## config.mk

```make
export PLATFORM = sky130hd
export DESIGN_NAME = zip_extra_field_locator
export DESIGN_NICKNAME = d
export VERILOG_FILES = /design/src/rtl/core/zel_pkg.sv /design/src/rtl/core/zel_cfg.sv /design/src/rtl/core/zel_scan.sv /design/src/rtl/core/zel_out.sv /design/src/rtl/core/zip_extra_field_locator.sv
export VERILOG_INCLUDE_DIRS = /design/src /design/src/rtl/core
export SDC_FILE = /design/constraint.sdc
export NUM_CORES = 1
export LEC_CHECK = 0
export ABC_AREA = 1
export BUFFER_PORTS_ARGS = -buffer_cell sky130_fd_sc_hd__buf_2
export CORE_ASPECT_RATIO = 1.75
export CORE_MARGIN = 2
export CORE_UTILIZATION = 45
export CTS_BUF_LIST = sky130_fd_sc_hd__clkbuf_2 sky130_fd_sc_hd__clkbuf_4 sky130_fd_sc_hd__clkbuf_8
export DETAILED_ROUTE_END_ITERATION = 8
export REMOVE_ABC_BUFFERS = 1
export SLEW_MARGIN = 40
export SYNTH_ARGS = -nofsm -noshare
export SYNTH_HDL_FRONTEND = slang
export SYNTH_HIERARCHICAL = 1
export SYNTH_SLANG_ARGS = --single-unit
```

## constraint.sdc

```tcl
create_clock -name clk -period 5.2 [get_ports clk]
set_input_delay 0.52 -clock clk [delete_from_list [all_inputs] [get_ports clk]]
set_output_delay 0.52 -clock clk [all_outputs]
set_load 0.03 [all_outputs]
```

## src/rtl/core/zip_extra_field_locator_defines.svh

```systemverilog
// Assertion macros for the extra-field locator.
`ifndef ZIP_EXTRA_FIELD_LOCATOR_DEFINES_SVH
`define ZIP_EXTRA_FIELD_LOCATOR_DEFINES_SVH

// Same-cycle implication, disabled during reset.
`define ZEL_ASSERT_NOW(label, ante, cons, msg) \
  label: assert property (@(posedge clk) disable iff (rst) (ante) |-> (cons)) \
    else $error(msg);

// Next-cycle implication, disabled during reset.
`define ZEL_ASSERT_NEXT(label, ante, cons, msg) \
  label: assert property (@(posedge clk) disable iff (rst) (ante) |=> (cons)) \
    else $error(msg);

`endif

```

## src/rtl/core/zel_pkg.sv

```systemverilog
// Shared types and constants for the extra-field locator.
`timescale 1ns / 1ps
`default_nettype none

package zel_pkg;

  localparam int unsigned BYTE_W = 8;
  localparam int unsigned ID_W   = 16;
  localparam int unsigned POS_W  = 16;

  // Record header is id (2 bytes) then length (2 bytes)
  localparam logic [2:0] HDR_LEN = 3'd4;

  // Result status codes
  localparam logic [1:0] ST_FOUND        = 2'd0;
  localparam logic [1:0] ST_NOT_FOUND    = 2'd1;
  localparam logic [1:0] ST_INCONSISTENT = 2'd2;

  // Register index, taken from paddr[2]
  localparam logic REG_FIELD_ID   = 1'b0;
  localparam logic REG_OCCURRENCE = 1'b1;

  localparam int unsigned PADDR_W = 3;
  localparam int unsigned PDATA_W = 32;

  typedef struct packed {
    logic [ID_W-1:0] field_id;
    logic [ID_W-1:0] occurrence;
  } cfg_t;

  typedef struct packed {
    logic [1:0]       status;
    logic [POS_W-1:0] data_offset;
    logic [POS_W-1:0] data_length;
  } res_t;

endpackage

`default_nettype wire

```

## src/rtl/core/zel_cfg.sv

```systemverilog
// APB register file: field id and occurrence.
`timescale 1ns / 1ps
`default_nettype none

module zel_cfg (
  input  wire logic                        clk,
  input  wire logic                        rst,
  input  wire logic                        psel,
  input  wire logic                        penable,
  input  wire logic                        pwrite,
  input  wire logic [zel_pkg::PADDR_W-1:0] paddr,
  input  wire logic [zel_pkg::PDATA_W-1:0] pwdata,
  output logic      [zel_pkg::PDATA_W-1:0] prdata,
  output logic                             pready,
  output zel_pkg::cfg_t                    cfg
);
  import zel_pkg::*;

  logic wr_en;
  logic reg_sel;

  assign pready  = 1'b1;
  assign reg_sel = paddr[2];
  assign wr_en   = psel & penable & pwrite & pready;

  always_ff @(posedge clk) begin
    if (rst) begin
      cfg <= '0;
    end else if (wr_en) begin
      unique case (reg_sel)
        REG_FIELD_ID:   cfg.field_id   <= pwdata[ID_W-1:0];
        REG_OCCURRENCE: cfg.occurrence <= pwdata[ID_W-1:0];
        default: ;
      endcase
    end
  end

  // Low address bits are don't-care
  always_comb begin
    prdata = '0;
    unique case (reg_sel)
      REG_FIELD_ID:   prdata = {{(PDATA_W-ID_W){1'b0}}, cfg.field_id};
      REG_OCCURRENCE: prdata = {{(PDATA_W-ID_W){1'b0}}, cfg.occurrence};
      default:        prdata = '0;
    endcase
  end

endmodule

`default_nettype wire

```

## src/rtl/core/zel_scan.sv

```systemverilog
// Record walker: header tracking, match counting and result forming.
`timescale 1ns / 1ps
`default_nettype none

module zel_scan (
  input  wire logic                       clk,
  input  wire logic                       rst,
  input  wire logic                       in_fire,
  input  wire logic [zel_pkg::BYTE_W-1:0] data_byte,
  input  wire logic                       last_byte,
  input  wire zel_pkg::cfg_t              cfg,
  output logic                            res_valid,
  output zel_pkg::res_t                   res
);
  import zel_pkg::*;

  logic [2:0]          header_count,      header_count_next;
  logic [3*BYTE_W-1:0] header_bytes,      header_bytes_next;
  logic [POS_W-1:0]    data_remaining,    data_remaining_next;
  logic [POS_W-1:0]    byte_position,     byte_position_next;
  logic [ID_W-1:0]     match_count,       match_count_next;
  logic                candidate_pending, candidate_pending_next;
  logic                search_done,       search_done_next;
  logic [POS_W-1:0]    found_offset,      found_offset_next;
  logic [POS_W-1:0]    found_length,      found_length_next;

  logic [POS_W-1:0] rec_len;
  logic [ID_W-1:0]  rec_id;

  assign rec_id  = header_bytes[ID_W-1:0];
  assign rec_len = {data_byte, header_bytes[3*BYTE_W-1:2*BYTE_W]};

  always_comb begin
    header_count_next      = header_count;
    header_bytes_next      = header_bytes;
    data_remaining_next    = data_remaining;
    byte_position_next     = byte_position;
    match_count_next       = match_count;
    candidate_pending_next = candidate_pending;
    search_done_next       = search_done;
    found_offset_next      = found_offset;
    found_length_next      = found_length;
    res_valid              = 1'b0;
    res                    = '0;

    if (in_fire) begin
      if (!search_done) begin
        byte_position_next = byte_position + 1'b1;
        if (header_count < HDR_LEN - 3'd1) begin
          header_bytes_next[{header_count[1:0], 3'b000} +: BYTE_W] = data_byte;
          header_count_next = header_count + 3'd1;
        end else if (header_count == HDR_LEN - 3'd1) begin
          // header complete
          header_count_next   = HDR_LEN;
          header_bytes_next   = '0;
          data_remaining_next = rec_len;
          if (rec_id == cfg.field_id) begin
            if (match_count < cfg.occurrence) begin
              match_count_next = match_count + 1'b1;
            end else begin
              candidate_pending_next = 1'b1;
              found_offset_next      = byte_position + 1'b1;
              found_length_next      = rec_len;
            end
          end
          if (rec_len == '0) begin
            header_count_next = '0;
            if (candidate_pending_next) begin
              candidate_pending_next = 1'b0;
              search_done_next       = 1'b1;
            end
          end
        end else begin
          // data byte of current record
          data_remaining_next = data_remaining - 1'b1;
          if (data_remaining_next == '0) begin
            header_count_next = '0;
            if (candidate_pending) begin
              candidate_pending_next = 1'b0;
              search_done_next       = 1'b1;
            end
          end
        end
      end

      if (last_byte) begin
        res_valid = 1'b1;
        if (search_done_next) begin
          res.status      = ST_FOUND;
          res.data_offset = found_offset_next;
          res.data_length = found_length_next;
        end else if (header_count_next == '0 && !candidate_pending_next) begin
          res.status = ST_NOT_FOUND;
        end else begin
          res.status = ST_INCONSISTENT;
        end
        // back to search start for the next area
        header_count_next      = '0;
        header_bytes_next      = '0;
        data_remaining_next    = '0;
        byte_position_next     = '0;
        match_count_next       = '0;
        candidate_pending_next = 1'b0;
        search_done_next       = 1'b0;
        found_offset_next      = '0;
        found_length_next      = '0;
      end
    end
  end

  always_ff @(posedge clk) begin
    if (rst) begin
      header_count      <= '0;
      header_bytes      <= '0;
      data_remaining    <= '0;
      byte_position     <= '0;
      match_count       <= '0;
      candidate_pending <= 1'b0;
      search_done       <= 1'b0;
      found_offset      <= '0;
      found_length      <= '0;
    end else begin
      header_count      <= header_count_next;
      header_bytes      <= header_bytes_next;
      data_remaining    <= data_remaining_next;
      byte_position     <= byte_position_next;
      match_count       <= match_count_next;
      candidate_pending <= candidate_pending_next;
      search_done       <= search_done_next;
      found_offset      <= found_offset_next;
      found_length      <= found_length_next;
    end
  end

endmodule

`default_nettype wire

```

## src/rtl/core/zel_out.sv

```systemverilog
// Result register with valid/stall handshake.
`timescale 1ns / 1ps
`default_nettype none

module zel_out (
  input  wire logic   clk,
  input  wire logic   rst,
  input  wire logic   res_valid,
  input  wire zel_pkg::res_t res,
  input  wire logic   out_stall,
  output logic        out_valid,
  output zel_pkg::res_t out_res
);
  import zel_pkg::*;

  always_ff @(posedge clk) begin
    if (rst) begin
      out_valid <= 1'b0;
    end else if (res_valid) begin
      out_valid <= 1'b1;
    end else if (!out_stall) begin
      out_valid <= 1'b0;
    end
  end

  // Loaded only when the register is free or being drained
  always_ff @(posedge clk) begin
    if (res_valid) begin
      out_res <= res;
    end
  end

endmodule

`default_nettype wire

```

## src/rtl/core/zip_extra_field_locator.sv

```systemverilog
// Top level of the ZIP extra-field record locator.
//
//  channel | dir | handshake            | payload
//  --------+-----+----------------------+-----------------------------------
//  in      | in  | in_valid / in_stall  | data_byte[7:0], last_byte
//  out     | out | out_valid / out_stall| status[1:0], data_offset, data_length
//  cfg     | in  | APB psel/penable     | field_id @0x0, occurrence @0x4
//
//  One byte is taken per cycle unless stalled; the record walker updates its
//  counters in the same cycle and a result item appears in the cycle after the
//  last byte. The result register is the only stage: non-last bytes are taken
//  even while a result is stalled; a last byte waits only while the result
//  register is full and stalled. Synchronous reset clears all control
//  state and both registers (field_id, occurrence) to zero.
`timescale 1ns / 1ps
`default_nettype none
`include "zip_extra_field_locator_defines.svh"

module zip_extra_field_locator (
  input  wire logic                        clk,
  input  wire logic                        rst,
  // byte input
  input  wire logic                        in_valid,
  output logic                             in_stall,
  input  wire logic [zel_pkg::BYTE_W-1:0]  data_byte,
  input  wire logic                        last_byte,
  // result output
  output logic                             out_valid,
  input  wire logic                        out_stall,
  output logic      [1:0]                  status,
  output logic      [zel_pkg::POS_W-1:0]   data_offset,
  output logic      [zel_pkg::POS_W-1:0]   data_length,
  // register port
  input  wire logic                        psel,
  input  wire logic                        penable,
  input  wire logic                        pwrite,
  input  wire logic [zel_pkg::PADDR_W-1:0] paddr,
  input  wire logic [zel_pkg::PDATA_W-1:0] pwdata,
  output logic      [zel_pkg::PDATA_W-1:0] prdata,
  output logic                             pready
);
  import zel_pkg::*;

  cfg_t cfg;
  res_t res;
  res_t out_res;
  logic res_valid;
  logic in_fire;

  // Only a result-producing byte can collide with a held result
  assign in_stall = out_valid & out_stall & last_byte;
  assign in_fire  = in_valid & ~in_stall;

  zel_cfg u_cfg (
    .clk     (clk),
    .rst     (rst),
    .psel    (psel),
    .penable (penable),
    .pwrite  (pwrite),
    .paddr   (paddr),
    .pwdata  (pwdata),
    .prdata  (prdata),
    .pready  (pready),
    .cfg     (cfg)
  );

  zel_scan u_scan (
    .clk       (clk),
    .rst       (rst),
    .in_fire   (in_fire),
    .data_byte (data_byte),
    .last_byte (last_byte),
    .cfg       (cfg),
    .res_valid (res_valid),
    .res       (res)
  );

  zel_out u_out (
    .clk       (clk),
    .rst       (rst),
    .res_valid (res_valid),
    .res       (res),
    .out_stall (out_stall),
    .out_valid (out_valid),
    .out_res   (out_res)
  );

  assign status      = out_res.status;
  assign data_offset = out_res.data_offset;
  assign data_length = out_res.data_length;

  `ZEL_ASSERT_NEXT(a_last_gives_result, in_fire && last_byte, out_valid, "last byte lost result")
  `ZEL_ASSERT_NEXT(a_no_spurious_result, in_fire && !last_byte && !out_valid, !out_valid, "result without last byte")
  `ZEL_ASSERT_NOW(a_miss_zero_fields, out_valid && status != ST_FOUND, data_offset == '0 && data_length == '0, "nonzero fields on miss")
  `ZEL_ASSERT_NOW(a_status_legal, out_valid, status == ST_FOUND || status == ST_NOT_FOUND || status == ST_INCONSISTENT, "illegal status")

endmodule

`default_nettype wire
```

# Yosys cells after proc, flatten, opt, wreduce, memory -nomap -nowiden
# Index checks and enable logic that the tools add are counted.
# word_totals
word_cells	119
regBits	176
output_inout_bits	69
# classes
reduce_logical	17
muxes	64
eq_ne	5
bitwise_logic	9
n_shift	2
n_lt_le_gt_ge	2
n_addsub	5
# ops
cell	count
$mux W16	24
$mux W24	4
$pmux W32 S2	1
$add A16 B1 Y16 const B	2
$logic_not A16 Y1	2
$mux W1	26
$bwmux W24	1
$shift A8 B7 Y24 const A	1
$shiftx A8 B7 Y24	1
$mux W3	7
$eq A16 B16 Y1	1
$lt A16 B16 Y1	1
$sub A16 B1 Y16 const B	1
$reduce_and A3 Y1	3
$neg A5 Y7	1
$reduce_and A2 Y1	3
$reduce_and A6 Y1	1
$reduce_bool A2 Y1	3
$and A1 B1 Y1	5
$ne A2 B2 Y1 const B	2
$not A1 Y1	4
$add A3 B1 Y3 const B	1
$eq A3 B2 Y1 const B	1
$logic_not A3 Y1	1
7 further kinds	7

# Longest topological paths before layout
# depth
depth_word	15
mapped_depth	19

# Modules after synthesis
# The synthesis kept the hierarchy.
# modules_own_cells
module	cells_each	area_per_inst_um2	n_inst
zel_scan	1059	6804.0	1
zel_cfg	266	1779.2	1
zel_out	38	1057.3	1
zip_extra_field_locator	4	16.3	1

# Least setup slack after synthesis
# OpenSTA, ideal clock, no wires.
# synth_path
path_kind	reg-to-reg
from	register u_out.out_valid
to	register u_scan.match_count[2]
path_stages_with_launch	9
required_time_ns	5.122
setup_slack_ns	2.629
setup_time_ns	0.078
arrival_ns	2.493
synth_period_minus_slack_ns	2.571
cell_sequence	dfxtp_1 > nand3_1 > nand2_1 > inv_1 > nand2_1 > clkinv_1 > nor2_1 > inv_1 > nor3_1
# synth_via
elab_chain_cells	5
# synth_rtl
item	line_no	rtl
from (decl)	zel_out.sv:11	output logic out_valid,
from (signal assigned)	zel_out.sv:18	out_valid <= 1'b0;
from (signal assigned)	zel_out.sv:20	out_valid <= 1'b1;
from (signal assigned)	zel_out.sv:22	out_valid <= 1'b0;
$and A1 B1 Y1 (2 in series)	zip_extra_field_locator.sv:51	assign in_stall = out_valid & out_stall & last_byte;
$not A1 Y1	zip_extra_field_locator.sv:52	assign in_fire = in_valid & ~in_stall;
$and A1 B1 Y1	zip_extra_field_locator.sv:52	
net in_fire	zip_extra_field_locator.sv:48	logic in_fire;
$reduce_and A6 Y1 (no source line)	n/a	
to (signal assigned)	zel_scan.sv:127	match_count <= match_count_next;
to (decl)	zel_scan.sv:21	logic [ID_W-1:0] match_count, match_count_next;
# The timed path passes the listed nets, and every way through them passes these cells.
# A chain may end at the register's enable or synchronous reset.

# Worst setup path after layout
# layout_path
from	register, netlist name u_cfg/cfg[13]
to	register, netlist name u_out/out_res[31]
# layout_via
elab_chain_cells	14
elab_cells_between_ends	19
classes_between	order compare (1); mux (17); reduce/logical (1)
# layout_rtl
item	line_no	rtl
$lt A16 B16 Y1 *	zel_scan.sv:58	if (match_count < cfg.occurrence) begin
$mux W1	zel_scan.sv:58	
$mux W1	zel_scan.sv:57	if (rec_id == cfg.field_id) begin
$mux W1	zel_scan.sv:52	end else if (header_count == HDR_LEN - 3'd1) begin
$mux W1	zel_scan.sv:49	if (header_count < HDR_LEN - 3'd1) begin
$mux W1	zel_scan.sv:47	if (!search_done) begin
$mux W1	zel_scan.sv:46	if (in_fire) begin
$mux W1	zel_scan.sv:68	if (candidate_pending_next) begin
$mux W1	zel_scan.sv:66	if (rec_len == '0) begin
$mux W1	zel_scan.sv:52	
$mux W1	zel_scan.sv:49	
$mux W1	zel_scan.sv:47	
$mux W1	zel_scan.sv:46	
$reduce_and A3 Y1 (no source line)	n/a	
# Every way passes the cells marked *; elsewhere a longest branch is shown, timed or not. The select of a mux whose other input is x is not followed.

==> flow_summary.toml <==
[outcome]
status = "finished clean"

[critical_path]
critical_path_rt_ns = 5.43
most_numerous_cell_on_the_critical_path = "sky130_fd_sc_hd__nand2_1"
setup.worst_path.end = "u_out/out_res[31]"
register_to_register_path_setup_slack_ns = 2.40
startpoint = "u_cfg/cfg[13]"
critical_path_arrival_ns = 3.02
worst_r2r_startpoint = "u_cfg/cfg[13]"
reg2regPathDepth = 11
timing.critical_path.slowest_cell_delay_ns = 0.57
worstPathCellList = "inv_1, ha_1, nand2_1, nor4_1, nand2_1, nand2_1, nand3_2, inv_2, nand2_1, o21a_1, and3_1"
worstSetupPathType = "flip-flop to flip-flop"
worstReg2RegEnd = "u_out/out_res[31]"
cp-end-kind = "flip-flop"
cpMaxStageDelayCell = "sky130_fd_sc_hd__inv_2"
setup.worst_path.start_class = "flip-flop"
worst-path-max-fanout = 42

[logic_synthesis]
post_synth_num_cell_types = 47
synth_edf_count = 34
synth_seq_area_share_pct = 40.0
synth_top_flop_cell = "sky130_fd_sc_hd__dfxtp_1"
async_reset_ff_share_pct = 0
avgSynthCellArea_um2 = 7.06
synthDominantCellAreaShare_pct = 29.4
post_synth_instance_area_um2 = 9660
synthDominantAreaCellType = "sky130_fd_sc_hd__dfxtp_1"
syn_inst = 1367
yosysWarningCount = 6
ys_top_cells_by_area = "sky130_fd_sc_hd__dfxtp_1, sky130_fd_sc_hd__nand2_1, sky130_fd_sc_hd__edfxtp_1"
synth-seq-cells = 176

[cts]
ctsLongestPathBuffers = 2
post_cts_hold_buffer_count = 0
post_cts.repair.setup_buffers = 0
clock_pin_slew_reported_for_the_worst_setup_and_hold_paths_after_clock_tree_synthesis_ns = 0.10
ctsRootBufferMaster = "sky130_fd_sc_hd__clkbuf_8"
cts_sinks = 176
tritoncts.num_buffers = 17
clock_latency_ns = 0.47
clock_tree.htree_level_count = 4
post_cts.resized_instances = 0
tritoncts_clock_tree = "built"

[grt]
antenna_found_initial = 0
pin_count_of_the_biggest_net_entering_global_routing = 69
grt_first_pass_wirelength_um = 41400
grt.total_usage_pct = 23.4
grt_pass1_vias = 8206
overflow = 0

[placement]
io_buffer_count = 84
post-dp-hpwl_um = 18800
place_area_um2 = 10100
gp_congestion = 0.947

[route]
route.detailed.drc = 0
detail-route-antenna-nets = 0
vias_per_cell = 5.24
drt_wl_total_um = 26000
detail_route.iter0.violations = 442
detailedRoute.firstPassIterationCount = 7
number_of_vias_in_the_routed_layout = 8829
detail_route.wl_per_cell_um = 15.4

[finish]
post-route-cell-area_um2 = 10500
insertedDiodeCount = 0
layout-area-overhead-vs-synth_pct = 8.80
finalNetCount = 1495
drive_above_1_share_pct = 13.0

[pwr]
power_density_nw_per_um2 = 273
ir_worst_vdd_uv = 199
p_leak_nw = 4.28

[sta]
timing.setup.tns_ns = 0
max_freq_ghz = 0.358
hold_viol_final = 0
rsz_0062_raised_after_global_routing = "false"
setup-violations-final = 0
final.period_utilization_pct = 53.8
tightestPinTransition_ns = 0.787
timing.max_slew.rel_slack_pct = 47.5
worst_clock_skew_ns = 0.0131
layout_min_cycle_time_ns = 2.80
final-max-slew-violation-count = 0

[floorplan]
floorplan.initialDensity_pct = 45.9
row_count = 70
die_width_um = 115
num_io_pins = 120
fp.dieH_um = 198
floorplan.core_area_um2 = 21000
die-area_um2 = 22700

[run]
maxCapViolCount = 0

[hold_path]
holdCritPathClass = "input port to flip-flop"
==> metrics by stage <==
step                      power [W]  std cells  setup WS [ns]  hold slack, ns  util (%)
after floorplan             0.00176       1309           2.35           0.433         -
after global placement      0.00190       1652           2.33           0.446      47.9
after detailed placement    0.00190       1653           2.39           0.449      48.0
after CTS                   0.00290       1685           2.37           0.275      50.0
after global routing        0.00300       1685           2.13           0.308      50.0
final                       0.00287       1685           2.40           0.309      50.0
==> critical path, delay by kind of cell (launching register included) <==
kind,cells,cell delay [ns]
flops,1,0.38
simple gates,7,1.07
fa+ha+maj,1,0.30
buf+inv,2,0.65
compound gates,1,0.15
==> state kept, by name, summed over array words and instances, names as in the netlist <==
name                      count
u_scan/data_remaining        16
u_scan/candidate_pending      1
u_scan/found_length          16
u_scan/header_count           3
u_out/out_res                34
u_out/out_valid               1
u_cfg/cfg                    32
u_scan/header_bytes          24
u_scan/found_offset          16
u_scan/byte_position         16
u_scan/match_count           16
u_scan/search_done            1
==> metal layers <==
metal / part of all wire, % / track usage [%] / vias up
li1: - / - / 4488
met4: 4.1 / 11.4 / 0
met2: 55 / 45.3 / 221
met3: 3.4 / 3.21 / 54
met1: 37 / 24.0 / 4066
met5: 0 / 0 / -
==> report_power, final <==
group / switching (W) / internal, W / leakage [nW] / total, W
clock: 0.000554 / 0.000443 / 0.200 / 0.000996
sequential: 0.0000261 / 0.00142 / 1.48 / 0.00145
combinational: 0.000306 / 0.000115 / 2.60 / 0.000421
==> cells by family after synthesis <==
family | synth area share (%)
other cells | 0.0778
buf+inv | 9.70
simple gates | 31.7
compound gates | 12.7
xor+xnor | 2.63
fa+ha+maj | 3.11
flops | 40.0
==> area by class of cell <==
class                   instances  area, um^2
clock inverters                15         175
well taps                     252         315
flip-flops and latches        176        3860
repair buffers                 92         484
inverters                     136         513
clock buffers                  17         234
fillers                      2202       10500
multi-input cells             997        4920
==> cell usage after synthesis (2+ instances only) <==
master,n
sky130_fd_sc_hd__o21ai_0,31
sky130_fd_sc_hd__o211ai_1,9
sky130_fd_sc_hd__nand2_2,3
sky130_fd_sc_hd__a211oi_1,9
sky130_fd_sc_hd__or2_0,7
sky130_fd_sc_hd__clkinv_1,2
sky130_fd_sc_hd__nand4_1,15
sky130_fd_sc_hd__and3_1,5
sky130_fd_sc_hd__nor2_4,3
sky130_fd_sc_hd__nand3b_1,3
sky130_fd_sc_hd__dfxtp_1,142
sky130_fd_sc_hd__nor2_1,184
sky130_fd_sc_hd__o21a_1,23
sky130_fd_sc_hd__buf_2,11
sky130_fd_sc_hd__o21ai_1,27
sky130_fd_sc_hd__nand3_1,84
sky130_fd_sc_hd__nand2_1,343
sky130_fd_sc_hd__o22ai_1,4
sky130_fd_sc_hd__buf_4,24
sky130_fd_sc_hd__edfxtp_1,34
sky130_fd_sc_hd__inv_1,122
sky130_fd_sc_hd__xnor2_1,8
sky130_fd_sc_hd__ha_1,24
sky130_fd_sc_hd__a21oi_1,113
sky130_fd_sc_hd__nor4_1,6
sky130_fd_sc_hd__buf_1,3
sky130_fd_sc_hd__nor3_1,16
sky130_fd_sc_hd__nor2_2,28
sky130_fd_sc_hd__buf_6,4
sky130_fd_sc_hd__conb_1,2
sky130_fd_sc_hd__nor2_8,2
sky130_fd_sc_hd__or2_2,2
sky130_fd_sc_hd__xor2_1,21
sky130_fd_sc_hd__inv_2,11
sky130_fd_sc_hd__clkbuf_1,30
==> how the worst min path moves through the flow <==
| stage | end | slack, ns | from | cells past startpoint |
|---|---|---|---|---|
| floorplan | u_scan/header_bytes[6] | 0.43 | u_scan/header_bytes[6] | 2 |
| global placement | u_scan/header_bytes[6] | 0.45 | u_scan/header_bytes[6] | 2 |
| detailed placement | u_scan/header_bytes[2] | 0.45 | u_scan/header_bytes[2] | 2 |
| CTS | u_out/out_valid | 0.28 | out_stall | 3 |
| global route | u_out/out_valid | 0.31 | out_stall | 3 |
| finish | u_out/out_valid | 0.31 | out_stall | 3 |
==> layout by cell type, fill, tap and decap left out, types with 2 or more instances in the layout <==
master and n:
sky130_fd_sc_hd__nand2_1 343, sky130_fd_sc_hd__nor2_1 184, sky130_fd_sc_hd__dfxtp_1 142, sky130_fd_sc_hd__inv_1 121
sky130_fd_sc_hd__a21oi_1 113, sky130_fd_sc_hd__nand3_1 84, sky130_fd_sc_hd__buf_2 84, sky130_fd_sc_hd__edfxtp_1 34
sky130_fd_sc_hd__o21ai_0 31, sky130_fd_sc_hd__nor2_2 28, sky130_fd_sc_hd__o21ai_1 26, sky130_fd_sc_hd__ha_1 24
sky130_fd_sc_hd__o21a_1 23, sky130_fd_sc_hd__xor2_1 21, sky130_fd_sc_hd__clkbuf_8 17, sky130_fd_sc_hd__conb_1 17
sky130_fd_sc_hd__nand4_1 15, sky130_fd_sc_hd__nor3_1 15, sky130_fd_sc_hd__inv_2 12, sky130_fd_sc_hd__a211oi_1 9
sky130_fd_sc_hd__o211ai_1 9, sky130_fd_sc_hd__xnor2_1 8, sky130_fd_sc_hd__buf_4 7, sky130_fd_sc_hd__or2_0 7
sky130_fd_sc_hd__nor4_1 6, sky130_fd_sc_hd__inv_6 5, sky130_fd_sc_hd__and3_1 5, sky130_fd_sc_hd__o22ai_1 4
sky130_fd_sc_hd__clkinvlp_4 3, sky130_fd_sc_hd__nor2_4 3, sky130_fd_sc_hd__nand2_2 3, sky130_fd_sc_hd__nand3b_1 3
sky130_fd_sc_hd__bufinv_16 2, sky130_fd_sc_hd__clkinv_2 2, sky130_fd_sc_hd__inv_8 2, sky130_fd_sc_hd__nor2_8 2
sky130_fd_sc_hd__nor3_2 2, sky130_fd_sc_hd__clkinv_1 2, sky130_fd_sc_hd__or2_2 2
(Power assumes the default switching activity.)
